[config.mk]
export PLATFORM = sky130hd
export DESIGN_NAME = mep_fifo
export DESIGN_NICKNAME = d
export VERILOG_FILES = /design/src/sv/mep_fifo.sv
export SDC_FILE = /design/constraint.sdc
export NUM_CORES = 1
export LEC_CHECK = 0
export BUFFER_PORTS_ARGS = -buffer_cell sky130_fd_sc_hd__buf_2
export CORE_ASPECT_RATIO = 0.9
export CORE_MARGIN = 10
export CORE_UTILIZATION = 50
export CTS_CLUSTER_DIAMETER = 100
export DETAILED_ROUTE_END_ITERATION = 16
export GPL_TIMING_DRIVEN = 0
export PLACE_DENSITY = 0.75
export SETUP_SLACK_MARGIN = 0.02
export SLEW_MARGIN = 10
export SYNTH_ARGS = -nofsm -noshare
export SYNTH_HDL_FRONTEND = slang
export SYNTH_SLANG_ARGS = --single-unit
[constraint.sdc]
create_clock -name clk -period 5.6 [get_ports clk]
set_clock_uncertainty 0.1 [all_clocks]
set_input_delay 0 -clock clk [delete_from_list [all_inputs] [get_ports clk]]
set_output_delay 0 -clock clk [all_outputs]
set_load 0.02 [all_outputs]
[src/sv/mep_fifo.sv]
`timescale 1ns / 1ps
`default_nettype none
// ----------------------------------------------------------------------------
// mep_fifo: small register queue
// Decouples the coordinate mapper from the iteration engine.
// ----------------------------------------------------------------------------
module mep_fifo #(
  parameter int WIDTH = 64,
  parameter int DEPTH = 2
) (
  input  wire logic             clk,
  input  wire logic             rst_n,
  input  wire logic             push,
  output logic                  full,
  input  wire logic [WIDTH-1:0] wdata,
  input  wire logic             pop,
  output logic                  empty,
  output logic      [WIDTH-1:0] rdata
);

  localparam int PTR_W = (DEPTH > 1) ? $clog2(DEPTH) : 1;
  localparam int CNT_W = $clog2(DEPTH + 1);

  logic [WIDTH-1:0] mem_r [DEPTH];
  logic [PTR_W-1:0] wr_ptr_r, wr_ptr_nxt;
  logic [PTR_W-1:0] rd_ptr_r, rd_ptr_nxt;
  logic [CNT_W-1:0] cnt_r, cnt_nxt;
  logic             do_push;
  logic             do_pop;

  assign full    = (cnt_r == CNT_W'(DEPTH));
  assign empty   = (cnt_r == '0);
  assign do_push = push && !full;
  assign do_pop  = pop && !empty;
  assign rdata   = mem_r[rd_ptr_r];

  // Pointer and fill count
  always_comb begin
    wr_ptr_nxt = wr_ptr_r;
    rd_ptr_nxt = rd_ptr_r;
    cnt_nxt    = cnt_r;
    if (do_push) begin
      wr_ptr_nxt = (wr_ptr_r == PTR_W'(DEPTH - 1)) ? '0 : wr_ptr_r + 1'b1;
    end
    if (do_pop) begin
      rd_ptr_nxt = (rd_ptr_r == PTR_W'(DEPTH - 1)) ? '0 : rd_ptr_r + 1'b1;
    end
    if (do_push && !do_pop) begin
      cnt_nxt = cnt_r + 1'b1;
    end else if (do_pop && !do_push) begin
      cnt_nxt = cnt_r - 1'b1;
    end
  end

  always_ff @(posedge clk) begin
    if (!rst_n) begin
      wr_ptr_r <= '0;
      rd_ptr_r <= '0;
      cnt_r    <= '0;
    end else begin
      wr_ptr_r <= wr_ptr_nxt;
      rd_ptr_r <= rd_ptr_nxt;
      cnt_r    <= cnt_nxt;
    end
  end

  // Storage
  always_ff @(posedge clk) begin
    if (do_push) begin
      mem_r[wr_ptr_r] <= wdata;
    end
  end

`ifndef ASSERT_OFF
  a_ptr_match: assert property (@(posedge clk) disable iff (!rst_n)
    (cnt_r == '0) |-> (wr_ptr_r == rd_ptr_r))
    else $error("mep_fifo: pointers apart in an empty queue");

  a_no_underflow: assert property (@(posedge clk) disable iff (!rst_n)
    pop |-> !empty)
    else $error("mep_fifo: word popped from an empty queue");

  a_count_bound: assert property (@(posedge clk) disable iff (!rst_n)
    cnt_r <= CNT_W'(DEPTH))
    else $error("mep_fifo: fill count beyond depth");
`endif

endmodule
`default_nettype wire

# --- Word level (Yosys, flattened, before mapping) ---
# Memory sizes are Yosys's and may differ from the RTL's. A register that Yosys moved wholly into a read port is not among the register bits.
# Cells that the tools add are included.
op_classes:
  n_addsub: 4
  multipliers: 0
  n_div: 0
  magnitude_cmp: 0
  n_eq_ne: 1
  shifts: 0
  mux: 8
  bitwise_logic: 0
  reduce_logical: 10
op_table:
  columns: ["op", "n"]
  rows:
  - ["$mux 1", 6]
  - ["$logic_and 1x1->1", 4]
  - ["$logic_not 1->1", 4]
  - ["$mux 2", 2]
  - ["$add 1x1->1 const B", 2]
  - ["$add 2x1->2 const B", 1]
  - ["$eq 2x2->1 const B", 1]
  - ["$logic_not 2->1", 1]
  - ["$reduce_bool 2->1", 1]
  - ["$sub 2x1->2 const B", 1]
word_totals:
  ff_bits: 4
  latch_bits: 0
  mem_bits_rw: 128
  rom_bits: 0
  input_bits: 68
  out_inout_bits: 66
  elab_cells: 27
  n_memories: 1
mem_list:
  columns: ["name", "words", "word_bits", "rd", "rd_clocked_by_memory_dff", "wr", "line", "text"]
  rows:
  - ["mem_r", 2, 64, 1, 1, 1, "24", "logic [WIDTH-1:0] mem_r [DEPTH];"]

# --- Longest topological paths before layout ---
# Gate-level depths: netlist of the first run.
logic_depth:
  word_depth: 7
  depth_mapped: 7
  ltp_nobuf: 7

# --- Worst setup path after synthesis of the first run ---
# No wires, ideal clock.
synth_timing:
  path_type: "register to register"
  startpoint: "register cnt_r[0]"
  endpoint: "memory mem_r[0][0], enable pin"
  setup_time_ns: 0.476
  arrival_time_ns: 3.121
  required_ns: 5.024
  slack_ns: 1.903
  path_stages_with_launch: 4
  path_buffers: 0
  synth_period_minus_slack_ns: 3.697
  cell_sequence: "dfxtp_1 -> nand2b_1 -> inv_2 -> nor3_2"
synth_between:
  elab_chain_len: 5
synth_lines:
  columns: ["item", "line", "text"]
  rows:
  - ["start: declaration", "27", "logic [CNT_W-1:0] cnt_r, cnt_nxt;"]
  - ["start signal: assignment", "63", "cnt_r <= cnt_nxt;"]
  - ["$eq 2x2->1", "31", "assign full = (cnt_r == CNT_W'(DEPTH));"]
  - ["net full", "14", "output logic full,"]
  - ["$logic_not 1->1", "33", "assign do_push = push && !full;"]
  - ["$logic_and 1x1->1", "33", null]
  - ["$mux 1", "69", "if (do_push) begin"]
  - ["$mux 1 (implied by the code)", "70", "mem_r[wr_ptr_r] <= wdata;"]
  - ["end: declaration", "24", null]
# The timed path passes the listed nets, and every way through them passes these cells.

# --- Final worst setup path of the first run ---
layout_timing:
  startpoint: "register cnt_r[0]"
  endpoint: "register wr_ptr_r"
layout_between:
  elab_chain_len: 3
layout_lines:
  columns: ["item", "line", "text"]
  rows:
  - ["$eq 2x2->1", "31", null]
  - ["$logic_not 1->1", "33", null]
  - ["$logic_and 1x1->1", "33", null]
  - ["end signal: assignment", "61", "wr_ptr_r <= wr_ptr_nxt;"]
  - ["end: declaration", "25", "logic [PTR_W-1:0] wr_ptr_r, wr_ptr_nxt;"]
# No other way between the ends.
# A chain may end at the register's enable or synchronous reset.

==> metrics, run 1 <==
first-pass GRT wire length 17200 um; top cells by area, synth edfxtp_1, mux2_2, dfxtp_1; CTS resizes 0; final std cells w/o fill 588; area delta synth->final 44.4%; Die Width 124 um; Initial Util 50.9%; Post-Route WL 10900 um; 1st-pass router iterations 4; core area 9570 sq um; Worst Slack Setup Final 3570 ps; Worst Path Arrival 2390 ps; initial antenna violation count 0; CP endpoint kind register; CTS H-Tree Depth 4; Synth cell types 21; I/O Buffers 133; Mapped Cells 224; Worst-Margin Slew 534 ps; CP Class register to register; RSZ-0062 raised after global routing false; RR Endpoint wr_ptr_r; nets 518; fin. max-slew vios 0; fmax 492 MHz; Cell Pwr Density 462 nW/um^2; VDD IR max 0.337 mV; Pleak 2.69 nW; DP Cell Count 488; Post-synth EDFFs 128; most common cell in the netlist edfxtp_1; GPL Wtd Cong 0.721; CP max FO 9; chip height 114 um; final setup fails 0; #FFs+latches synth 133; commonest cells in the netlist edfxtp_1, mux2_2, buf_6; fin crit period 2030 ps; largest net degree at the start of global routing 38; worst hold margin 110 ps; worst rel slew slack 64.3%; Seq/Total Area, Yosys 81.0%; Synth Cell Area 4870 sq um; area leader, netlist edfxtp_1; top-area cell type share of the netlist area 78.9%; Setup crit start cnt_r[0]; hold buffers post-CTS 68; Final TNS setup 0 ps; DR vias/cell 4.86; asr flop ratio synth 0%; Post CTS Setup Buffer Count 0; Worst Path Required 5960 ps; CTS tree done; Final Cycle Share 36.3%; Reg2Reg Setup Slack 3570 ps; Num CTS Buffers 17; post-layout util 73.5%; number of global-route vias before repair 3289; syn nets 293; max cap viols 0; clock sink count 133; io pins 134; Post-Syn Area per Cell 21.7 sq um; drt wl/cell 18.6 um; grt total ovfl 0; via count 2855; Die ar. 14100 sq um; post-route ant nets 0; DP HPWL 6940 um; overall routing resource usage 16.1%; startpoint types register; Worst Reg-to-Reg Cells 5; # DRC 0; Critical Path End wr_ptr_r; Longest Clk Path Bufs 2; placement row count 34; clk_lat worst skew 510 ps; layout cells sized above 1 52.6%; CTS Root Cell clkbuf_8; Synth warnings 0; Post-Place Worst Slack 3640 ps; status complete, no violations; drt initial violations 116; Post-synth top flop edfxtp_1; Clock transition at path regs 60 ps; HP Class input port to register; Final Hold Fails 0; R2R Path Start cnt_r[0]; Diodes inserted 0
-- cell type report --
cell class                 instances  area, sq um
buffer                             7         72.6
clock buffer                      17          414
clock inverter                    15          154
fill                             588         2540
inverter                           2         7.51
multi-input combinational         82          858
sequential                       133         3940
tap                              126          158
timing repair buffer             206         1430
-- worst max-delay path, stage by stage, from the launching register on --
cell           delay (ps)
dfxtp_1               430
nand2b_1              210
inv_2                  80
nor3_4                420
o21a_1                190
dlygate4sd3_1         540
-- registers in the layout (all words and copies together), names as in the netlist, named ones only --
register  flops
wr_ptr_r      1
mem_r       128
cnt_r         2
rd_ptr_r      1
-- layer usage --
metal / up-vias / global-route usage [%] / wire length [um] / part of all wire [%]
met3: 14 / 7.91 / 1040 / 9.5
met2: 114 / 27.2 / 5660 / 52
met4: 0 / 5.83 / 170 / 1.6
met1: 1390 / 16.9 / 4070 / 37
met5: - / 0 / 0 / 0
li1: 1337 / - / - / -
-- layout by cell type (no fill, tap or decap), types with 3 or more instances in the layout --
| master | synthesis | routed |
|---|---|---|
| buf_2 | 1 | 134 |
| edfxtp_1 | 128 | 128 |
| dlygate4sd3_1 | 0 | 68 |
| mux2_2 | 64 | 64 |
| clkbuf_16 | 0 | 16 |
| buf_6 | 6 | 6 |
| dfxtp_1 | 5 | 5 |
| inv_6 | 0 | 4 |
| buf_8 | 0 | 4 |
| and2_1 | 3 | 3 |
| clkinv_2 | 0 | 3 |
| clkinvlp_4 | 0 | 3 |
-- through the flow --
step | area, sq um | power [mW]
after floorplan | 4870 | 1.88
after global placement | 5690 | 2.14
after detailed placement | 5790 | 2.18
after CTS | 7030 | 3.27
after global routing | 7030 | 3.39
final | 7030 | 3.25
-- where the power goes --
part	internal [mW]	leakage (nW)	switching, mW
combinational	0.392	1.18	0.518
clock	0.635	0.273	0.416
sequential	1.25	1.24	0.0375
-- logic make-up (layout without fill, tap and decap cells) --
kind of cell | Yosys count | after routing | synth area share (%)
XOR/XNOR | 3 | 3 | 0.540
buffers and inverters | 9 | 247 | 1.64
multiplexers | 64 | 64 | 14.8
AND/OR/NAND/NOR | 9 | 9 | 1.13
flip-flops | 133 | 133 | 81.0
AO/OA/AOI/OAI | 5 | 5 | 0.668
adder cells (fa/ha/maj) | 1 | 1 | 0.257
-- worst min path at each step --
stage	to	cells past startpoint	startpoint	slack [ps]
global placement	mem_r[0][33]	1	wdata[33]	90
global route	mem_r[1][61]	2	wdata[61]	100
finish	mem_r[0][52]	2	wdata[52]	110
detailed placement	mem_r[0][28]	1	wdata[28]	90
CTS	mem_r[0][32]	2	wdata[32]	90
floorplan	mem_r[0][0]	0	wdata[0]	-1
Note: power is estimated with default switching activity, not from simulation.
==> run 2: changes to the inputs <==
--- a/config.mk
+++ b/config.mk
@@ -5,6 +5,7 @@
 export SDC_FILE = /design/constraint.sdc
 export NUM_CORES = 1
 export LEC_CHECK = 0
+export ABC_AREA = 1
 export BUFFER_PORTS_ARGS = -buffer_cell sky130_fd_sc_hd__buf_2
 export CORE_ASPECT_RATIO = 0.9
 export CORE_MARGIN = 10
@@ -12,7 +13,7 @@
 export CTS_CLUSTER_DIAMETER = 100
 export DETAILED_ROUTE_END_ITERATION = 16
 export GPL_TIMING_DRIVEN = 0
-export PLACE_DENSITY = 0.75
+export PLACE_DENSITY = 0.74
 export SETUP_SLACK_MARGIN = 0.02
 export SLEW_MARGIN = 10
 export SYNTH_ARGS = -nofsm -noshare
==> constraint.sdc (replaced) <==
create_clock -name clk -period 2 [get_ports clk]
set_clock_uncertainty 0.1 [all_clocks]
set_input_delay 0 -clock clk [delete_from_list [all_inputs] [get_ports clk]]
set_output_delay 0 -clock clk [all_outputs]
set_load 0.02 [all_outputs]
==> run 2 against run 1 <==
Effect of this change:
- sequential share of layout area fell by 2.2 points
- core utilization fell by 1.5 points
- critical path depth up 3
- combinational power grew to 2.9 times the previous value
- clock power increased to 2.7 times the previous value
- critical path type unchanged
- largest power group unchanged
==> metrics, run 2 <==
critical path's slowest cell dfxtp_1 (was dlygate4sd3_1); CTS Root Cell clkbuf_16 (was clkbuf_8); Num CTS Buffers 17 (unchanged); Reg2Reg Setup Slack 210 ps (was 3570 ps); via count 2880 (was 2855); grt total ovfl 0 (unchanged); core area 10200 sq um (was 9570 sq um); Crit path top cell by count inv_1; fmax 558 MHz (was 492 MHz); Largest Register mem_r (unchanged); initial antenna violation count 0 (unchanged); CP max FO 4 (was 9); area leader, netlist edfxtp_1 (unchanged); DP Cell Count 503 (was 488); R2R Path Start cnt_r[1] (was cnt_r[0]); Seq/Total Area, Yosys 76.3% (was 81.0%); Longest Clk Path Bufs 2 (unchanged); worst rel slew slack 70.3% (was 64.3%); # DRC 0 (unchanged); 1st-pass router iterations 4 (unchanged); asr flop ratio synth 0% (unchanged); Hold Crit Start wdata[19] (was wdata[52]); post-route ant nets 0 (unchanged); RSZ-0062 raised after global routing false (unchanged); #FFs+latches synth 133 (unchanged); RR Endpoint cnt_r[1] (was wr_ptr_r); status complete, no violations (unchanged); number of global-route vias before repair 3198 (was 3289); WP buf/inv 3 (was 2); CTS resizes 0 (unchanged); Worst path top cell family by delay flip-flops (was simple AND/OR/NAND/NOR gates); hold path endpoint mem_r[0][19] (was mem_r[0][52]); most common cell in the netlist edfxtp_1 (unchanged); top cells by area, synth edfxtp_1, mux2_4, buf_12 (was edfxtp_1, mux2_2, dfxtp_1); fin. max-slew vios 0 (unchanged); layout cells sized above 1 50.7% (was 52.6%); drt initial violations 203 (was 116); Mapped Cells 237 (was 224); Synth cell types 15 (was 21); hold buffers post-CTS 67 (was 68); Pleak 2.93 nW (was 2.69 nW); placement row count 35 (was 34); Worst-Margin Slew 444 ps (was 534 ps); commonest cells in the netlist edfxtp_1, mux2_4, nor2_1 (was edfxtp_1, mux2_2, buf_6); overall routing resource usage 14.6% (was 16.1%); Diodes inserted 0 (unchanged); Post-Route WL 10600 um (was 10900 um); most common cell after layout, fill and taps aside buf_2 (unchanged); drt wl/cell 17.5 um (was 18.6 um); met3 usage 7.62% (was 7.91%); met1 usage 15.3% (was 16.9%); largest registers mem_r (128), cnt_r (2) (unchanged); Die ar. 14800 sq um (was 14100 sq um); Setup crit start cnt_r[1] (was cnt_r[0]); Clock transition at path regs 60 ps (about the same); area delta synth->final 41.6% (was 44.4%); Synth warnings 0 (unchanged); clk_lat worst skew 400 ps (was 510 ps); Largest register FFs 128 (unchanged); top-area cell type share of the netlist area 74.4% (was 78.9%); final std cells w/o fill 602 (was 588); Worst Path Arrival 2000 ps (was 2390 ps); Final Hold Fails 0 (unchanged); io pins 134 (unchanged); Cell Pwr Density 1240 nW/um^2 (was 462 nW/um^2); HP Class input port to register (unchanged); nets 529 (was 518); most frequent cells in the layout buf_2, edfxtp_1, dlygate4sd3_1, mux2_4, clkbuf_16 (was buf_2, edfxtp_1, dlygate4sd3_1, mux2_2, clkbuf_16); Final Cycle Share 89.7% (was 36.3%); Worst Path Required 2200 ps (was 5960 ps); hold path cells 2 (unchanged); worst-path cell chain inv_1, o21ai_2, inv_1, ha_1, inv_1, nand4_1, nand2_1, nor2_1 (was nand2b_1, inv_2, nor3_4, o21a_1, dlygate4sd3_1); final setup fails 0 (unchanged); VDD IR max 0.816 mV (was 0.337 mV); Worst Reg-to-Reg Cells 8 (was 5); design area 7320 sq um (was 7030 sq um); syn nets 306 (was 293); largest net degree at the start of global routing 30 (was 38); clock sink count 133 (unchanged); GPL Wtd Cong 0.691 (was 0.721); Post-Syn Area per Cell 21.8 sq um (was 21.7 sq um); I/O Buffers 133 (unchanged); max cap viols 0 (unchanged); startpoint types register (unchanged); DR vias/cell 4.78 (was 4.86); Crit path largest cell delay 380 ps (was 540 ps); fin crit period 1790 ps (was 2030 ps); Post CTS Setup Buffer Count 0 (unchanged); CP endpoint kind register (unchanged); CTS H-Tree Depth 4 (unchanged); Area after DPL 6090 sq um (was 5790 sq um); Initial Util 50.8% (was 50.9%); Pwr Total 9.11 mW (was 3.25 mW); GR peak layer met2 (unchanged); post-layout util 72.0% (was 73.5%); Post-synth EDFFs 128 (unchanged); Post-synth top flop edfxtp_1 (unchanged); Die Width 127 um (was 124 um); CTS tree done (unchanged); first-pass GRT wire length 16500 um (was 17200 um); chip height 116 um (was 114 um); GR Util met2 24.7% (was 27.2%); Synth Cell Area 5170 sq um (was 4870 sq um); CP Class register to register (unchanged); DP HPWL 6970 um (was 6940 um)
-- run 2: cell count changes in the layout (fill, tap and decap cells not counted), sizes merged, moves of 2 or more --
cell,change
a21boi,-2
and2,-3
clkbuf,+2
clkinv,-2
inv,+7
nand2,+6
nor2,+9
xnor2,-2
-- run 2: how the worst max path moves through the flow --
stage | to | cells after the start
6_report | cnt_r[1] | 8
5_1_grt | cnt_r[1] | 9
4_1_cts | cnt_r[1] | 9
3_5_place_dp | cnt_r[1] | 9
3_3_place_gp | mem_r[1][63] | 2
2_1_floorplan | mem_r[0][0] | 2
-- run 2: logic make-up after synthesis --
kind of cell / count (synthesis) / share of synthesized area (%)
AO/OA/AOI/OAI: 4 / 0.460
AND/OR/NAND/NOR: 19 / 1.45
adder cells (fa/ha/maj): 1 / 0.242
flip-flops: 133 / 76.3
buffers and inverters: 16 / 3.20
multiplexers: 64 / 18.3
-- run 2: report_power, final --
| part | total (mW) | internal (mW) | switching (mW) | leakage, nW |
|---|---|---|---|---|
| sequential | 3.63 | 3.52 | 0.114 | 1.24 |
| clock | 2.86 | 1.72 | 1.14 | 0.259 |
| combinational | 2.61 | 1.22 | 1.39 | 1.44 |
-- run 2: layout make-up --
type / count / area [sq um]
Buffer: 7 / 131
Clock buffer: 19 / 433
Multi-Input combinational cell: 88 / 1070
Clock inverter: 13 / 125
Tap cell: 129 / 161
Timing Repair Buffer: 204 / 1420
Inverter: 9 / 33.8
Sequential cell: 133 / 3940
Fill cell: 648 / 2840
-- run 2: routing by layer --
metal | vias up | wire [um]
met5 | - | 0
met4 | 0 | 110
met3 | 10 | 955
met2 | 103 | 5400
met1 | 1402 | 4100
li1 | 1365 | -
-- run 2: through the flow --
step	setup slack, ps	setup TNS, ps	hold slack (ps)
after floorplan	-671	-85930	-1.13
after detailed placement	283	0	91.2
final	206	0	214
after global routing	126	0	207
after CTS	267	0	198
after global placement	-1580	-201940	87.4
